File: src/hdl/psa_pkg.sv
`timescale 1ns / 1ps

package psa_pkg;

    localparam int IDX_W      = 10;
    localparam int VAL_W      = 32;
    localparam int AXES       = 3;
    localparam int WORD_W     = AXES * VAL_W;
    localparam int CMD_W      = 2;
    localparam int DEF_POINTS = 1024;

    typedef enum logic [CMD_W-1:0] {
        CMD_LOAD = 2'd0,
        CMD_PAIR = 2'd1,
        CMD_READ = 2'd2
    } cmd_t;

    typedef enum logic [2:0] {
        ST_IDLE,
        ST_LOAD,
        ST_RD_A,
        ST_UPD_A,
        ST_UPD_B,
        ST_READ,
        ST_RESP
    } state_t;

    // Commands from the controller to the datapath.
    typedef struct packed {
        logic capture;
        logic rd_en;
        logic rd_sel_b;
        logic wr_en;
        logic wr_sel_b;
        logic wr_load;
        logic out_load;
    } dp_ctrl_t;

    // Status from the datapath to the controller.
    typedef struct packed {
        logic out_busy;
    } dp_stat_t;

    // Adds or subtracts two signed 32-bit values and clamps to the 32-bit range.
    function automatic logic [VAL_W-1:0] sat_addsub(input logic [VAL_W-1:0] a,
                                                    input logic [VAL_W-1:0] b,
                                                    input logic sub);
        logic [VAL_W:0] s;
        logic [VAL_W-1:0] r;
        if (sub)
            s = {a[VAL_W-1], a} - {b[VAL_W-1], b};
        else
            s = {a[VAL_W-1], a} + {b[VAL_W-1], b};
        if (s[VAL_W] != s[VAL_W-1])
            r = s[VAL_W] ? {1'b1, {(VAL_W-1){1'b0}}} : {1'b0, {(VAL_W-1){1'b1}}};
        else
            r = s[VAL_W-1:0];
        return r;
    endfunction

endpackage

File: src/hdl/psa_ctrl.sv
`timescale 1ns / 1ps

module psa_ctrl (
    input  logic                          clk,
    input  logic                          rst_n,
    input  logic                          in_valid,
    output logic                          in_stall,
    input  logic [psa_pkg::CMD_W-1:0]     cmd,
    input  logic [psa_pkg::IDX_W-1:0]     index_a,
    input  logic [psa_pkg::IDX_W-1:0]     index_b,
    output psa_pkg::dp_ctrl_t             ctrl,
    input  psa_pkg::dp_stat_t             stat
);

    psa_pkg::state_t state_reg;
    psa_pkg::state_t state_next;

    always_ff @(posedge clk or negedge rst_n)
    begin
        if (!rst_n)
            state_reg <= psa_pkg::ST_IDLE;
        else
            state_reg <= state_next;
    end

    always_comb
    begin
        state_next = state_reg;
        case (state_reg)
            psa_pkg::ST_IDLE:
            begin
                if (in_valid)
                begin
                    case (cmd)
                        psa_pkg::CMD_LOAD: state_next = psa_pkg::ST_LOAD;
                        // A pair on one entry cancels out and needs no work.
                        psa_pkg::CMD_PAIR:
                            state_next = (index_a == index_b) ? psa_pkg::ST_IDLE
                                                              : psa_pkg::ST_RD_A;
                        psa_pkg::CMD_READ: state_next = psa_pkg::ST_READ;
                        default:           state_next = psa_pkg::ST_IDLE;
                    endcase
                end
            end
            psa_pkg::ST_LOAD:  state_next = psa_pkg::ST_IDLE;
            psa_pkg::ST_RD_A:  state_next = psa_pkg::ST_UPD_A;
            psa_pkg::ST_UPD_A: state_next = psa_pkg::ST_UPD_B;
            psa_pkg::ST_UPD_B: state_next = psa_pkg::ST_IDLE;
            psa_pkg::ST_READ:  state_next = psa_pkg::ST_RESP;
            psa_pkg::ST_RESP:
            begin
                if (!stat.out_busy)
                    state_next = psa_pkg::ST_IDLE;
            end
            default:           state_next = psa_pkg::ST_IDLE;
        endcase
    end

    always_comb
    begin
        ctrl     = '0;
        in_stall = 1'b1;
        case (state_reg)
            psa_pkg::ST_IDLE:
            begin
                in_stall     = 1'b0;
                ctrl.capture = in_valid;
            end
            psa_pkg::ST_LOAD:
            begin
                ctrl.wr_en   = 1'b1;
                ctrl.wr_load = 1'b1;
            end
            psa_pkg::ST_RD_A:
            begin
                ctrl.rd_en = 1'b1;
            end
            psa_pkg::ST_UPD_A:
            begin
                ctrl.wr_en    = 1'b1;
                ctrl.rd_en    = 1'b1;
                ctrl.rd_sel_b = 1'b1;
            end
            psa_pkg::ST_UPD_B:
            begin
                ctrl.wr_en    = 1'b1;
                ctrl.wr_sel_b = 1'b1;
            end
            psa_pkg::ST_READ:
            begin
                ctrl.rd_en = 1'b1;
            end
            psa_pkg::ST_RESP:
            begin
                ctrl.out_load = !stat.out_busy;
            end
            default:
            begin
                ctrl = '0;
            end
        endcase
    end

endmodule

File: config.mk
export PLATFORM = sky130hd
export DESIGN_NAME = psa_ctrl
export DESIGN_NICKNAME = d
export VERILOG_FILES = /design/src/hdl/psa_pkg.sv /design/src/hdl/psa_ctrl.sv
export SDC_FILE = /design/constraint.sdc
export NUM_CORES = 1
export LEC_CHECK = 0
export ABC_AREA = 1
export ABC_CLOCK_PERIOD_IN_PS = 1400
export BUFFER_PORTS_ARGS = -buffer_cell sky130_fd_sc_hd__buf_2
export CELL_PAD_IN_SITES_DETAIL_PLACEMENT = 0
export CELL_PAD_IN_SITES_GLOBAL_PLACEMENT = 1
export CORE_ASPECT_RATIO = 1.25
export CORE_MARGIN = 2
export CORE_UTILIZATION = 22
export DETAILED_ROUTE_END_ITERATION = 12
export GPL_TIMING_DRIVEN = 0
export PLACE_DENSITY_LB_ADDON = 0.1
export RECOVER_POWER = 100
export SYNTH_ARGS = -nofsm -noshare
export SYNTH_HDL_FRONTEND = slang
export SYNTH_SLANG_ARGS = --single-unit
File: constraint.sdc
create_clock -name clk -period 1.4 [get_ports clk]
set_input_delay 0.28 -clock clk [delete_from_list [all_inputs] [get_ports clk]]
set_output_delay 0.28 -clock clk [all_outputs]
set_load 0.005 [all_outputs]
==> results.py <==
metrics = {
    "detailed_routing": {
        "vias": 562,
        "post_drt_wl_per_cell_um": 7.704,
        "ant_nets": 0,
        "wirelength_um": 1040,
        "drt-initial-drc-count": 4,
        "drc": 0,
        "drt_pass1_iterations": 3,
        "vias_per_cell": 4.163,
    },
    "place": {
        "numPortBuffers": 33,
        "place_hpwl_um": 806.1,
        "gp_congestion": 0.7681,
        "placed_cells": 122,
    },
    "yosys": {
        "synth.avg_cell_area_um2": 5.863,
        "synth_top_cell_by_area": "nand2_1",
        "async_flop_share_pct": 100.0,
        "syn-instance-count": 70,
        "yosysUniqueCellTypes": 18,
        "synthFlopType": "dfrtp_1",
        "synth_area_um2": 410.4,
        "yosysWarnings": 0,
        "yosys-top-cells-area": "nand2_1 (19%), dfrtp_1 (18%), inv_1 (13%)",
        "synth_edf_count": 0,
        "synth_common_cells": "nand2_1 (21), inv_1 (14), nor2_1 (6)",
        "synth_top_area_share_pct": 19.21,
        "synth_seq_cells": 3,
        "synth_seq_area_share_pct": 18.29,
        "syn_nets": 96,
        "yosysMostFrequentCell": "nand2_1",
    },
    "clock_network": {
        "clockBufferDepth": 2,
        "cts_root_buf": "clkbuf_4",
        "cts_sinks": 3,
        "path_clk_slew_ns": 0.04,
        "cts_tree": "built",
        "numCtsBuffers": 3,
        "h-tree-depth": 1,
        "worst_skew_pair.late_latency_ns": 0.24,
    },
    "grt": {
        "grt_max_degree": 10,
        "grt_pass1_vias": 562,
        "antenna_found_initial": 0,
        "grt.overflow.total": 0,
        "grt_pass1_wl_um": 1890,
        "globalRouteTotalUtil_pct": 11.40,
    },
    "cells_and_area": {
        "final_cell_count_no_fill": 135,
        "fin_nets": 143,
        "largest_reg_flops": 3,
        "finish.utilization_pct": 42.10,
        "syn2layout_area_growth_pct": 81.10,
        "diodes": 0,
        "drive_gt1_share_pct": 49.14,
    },
    "timing": {
        "max_slew_margin_pct": 88.74,
        "fin_crit_ns": 1.435,
        "min_period_over_period_pct": 102.5,
        "rsz0062_at_grt": "true",
        "drv_slew": 0,
        "max_slew.worst_pin.slew_ns": 0.1667,
        "max_freq_mhz": 696.8,
        "setup_viol": 3,
        "hold_viol": 0,
        "worst_slack_ns": -0.03518,
        "fin_worst_skew_ns": 0.002797,
    },
    "power_and_ir_drop": {
        "combPwrFrac_pct": 74.6,
        "power.internal_uw": 715.5,
        "powerDensity_mw_per_mm2": 1633,
        "pwr-share-clk_pct": 12.9,
        "leakage_nw": 0.4505,
        "p_seq_share_pct": 12.5,
        "p_sw_uw": 498.1,
        "p_sw_share_pct": 41.04,
        "vdd_ir_drop_max_mv": 0.4349,
    },
    "floorplan": {
        "start_util_pct": 23.25,
        "die_x_um": 42.63,
        "ioPinCount": 34,
        "die_area_mm2": 0.002229,
        "core-area_mm2": 0.001765,
        "row_count": 17,
        "fp.dieH_um": 52.29,
    },
    "job": {
        "drv_cap": 0,
    },
    "outcome": {
        "status": "complete, but fails checks",
        "failed_checks": "negative setup slack",
    },
    "critical_path": {
        "crit_required_ns": 1.12,
        "path_max_fanout": 4,
        "path_class": "reg2out",
        "start_kind": "register",
        "end_kind": "output port",
        "arrival_ns": 1.16,
        "reg2reg_setup_slack_ns": 0.19,
    },
    "worst_hold_path": {
        "min_path_type": "in2reg",
    },
}
-- critical path, stage by stage, from the launching register on --
cell and delay, ns:
dfrtp_1 0.38, inv_2 0.11, nand2_4 0.08, nor2_4 0.12
inv_2 0.04, nor2_1 0.07, buf_2 0.11
-- cells in the final DEF (no fill, tap or decap), drive strengths merged --
| cell | synthesis | routed |
|---|---|---|
| nand2 | 23 | 23 |
| a21oi | 1 | 1 |
| o2111a | 1 | 1 |
| clkbuf | 0 | 5 |
| dfrtp | 3 | 3 |
| nor2 | 8 | 8 |
| nand4 | 1 | 1 |
| buf | 1 | 41 |
| xor2 | 2 | 2 |
| nor3 | 2 | 2 |
| inv | 17 | 17 |
| dlygate4sd3 | 0 | 1 |
| a41oi | 1 | 1 |
| and3 | 1 | 1 |
| xnor2 | 4 | 4 |
| nand3 | 5 | 5 |
-- final timing paths --
kind                               from      endpoint  cells past startpoint
max in group asynchronous         rst_n  state_reg[2]                      2
min reg2reg                state_reg[1]  state_reg[0]                      2
max                        state_reg[2]       ctrl[6]                      6
min                              cmd[1]  state_reg[1]                      4
max reg2reg                state_reg[2]  state_reg[1]                      7
min in group asynchronous         rst_n  state_reg[0]                      2
-- area by class of cell --
type	count	area, um2
Timing Repair Buffer	42	255.2
Sequential cell	3	75.07
Multi-Input combinational cell	49	287.8
Clock buffer	4	26.28
Inverter	17	63.81
Buffer	1	11.26
Fill cell	206	1022
Tap cell	19	23.77
-- power by group through the flow --
stage	registers, mW	clock network [mW]	logic [mW]
detailed placement	0.162	0	0.563
CTS	0.151	0.163	0.800
global placement	0.163	0	0.564
global route	0.155	0.174	1.00
finish	0.152	0.156	0.905
floorplan	0.155	0	0.378
-- metrics by stage --
stage	power, mW	setup slack, ns	setup TNS, ns	hold WS [ns]	instance area [um2]
after CTS	1.114	-0.01610	-0.03822	0.3219	708.2
after global placement	0.7272	0.1024	0	0.07671	599.3
final	1.214	-0.03518	-0.04480	0.3203	743.2
after floorplan	0.5333	0.2376	0	-0.01559	410.4
after detailed placement	0.7253	0.1130	0	0.07709	599.3
after global routing	1.329	-0.1098	-0.3905	0.3379	743.2
-- metal layers --
layer,global-route usage [%],up-vias,routed length (um)
li1,-,304,-
met1,10.17,229,368
met2,20.96,25,553
met3,2.069,4,86
met4,10.94,0,31
met5,0,-,0
-- kinds of logic after synthesis --
| logic type | after synthesis | synth area share, % |
|---|---|---|
| flip-flops | 3 | 18.29 |
| buffers and inverters | 18 | 18.29 |
| AO/OA/AOI/OAI | 3 | 7.013 |
| AND/OR/NAND/NOR | 40 | 43.60 |
| XOR/XNOR | 6 | 12.80 |
-- repair_timing --
item                       in CTS  in global routing
gates resized for setup         8                  6
setup buffers                   6                  2
hold endpoints to repair        3                  0
setup endpoints to repair       5                  7
hold buffers                    1                  0
pin swaps                       1                  1
Note: power is estimated with default switching activity, not from simulation.
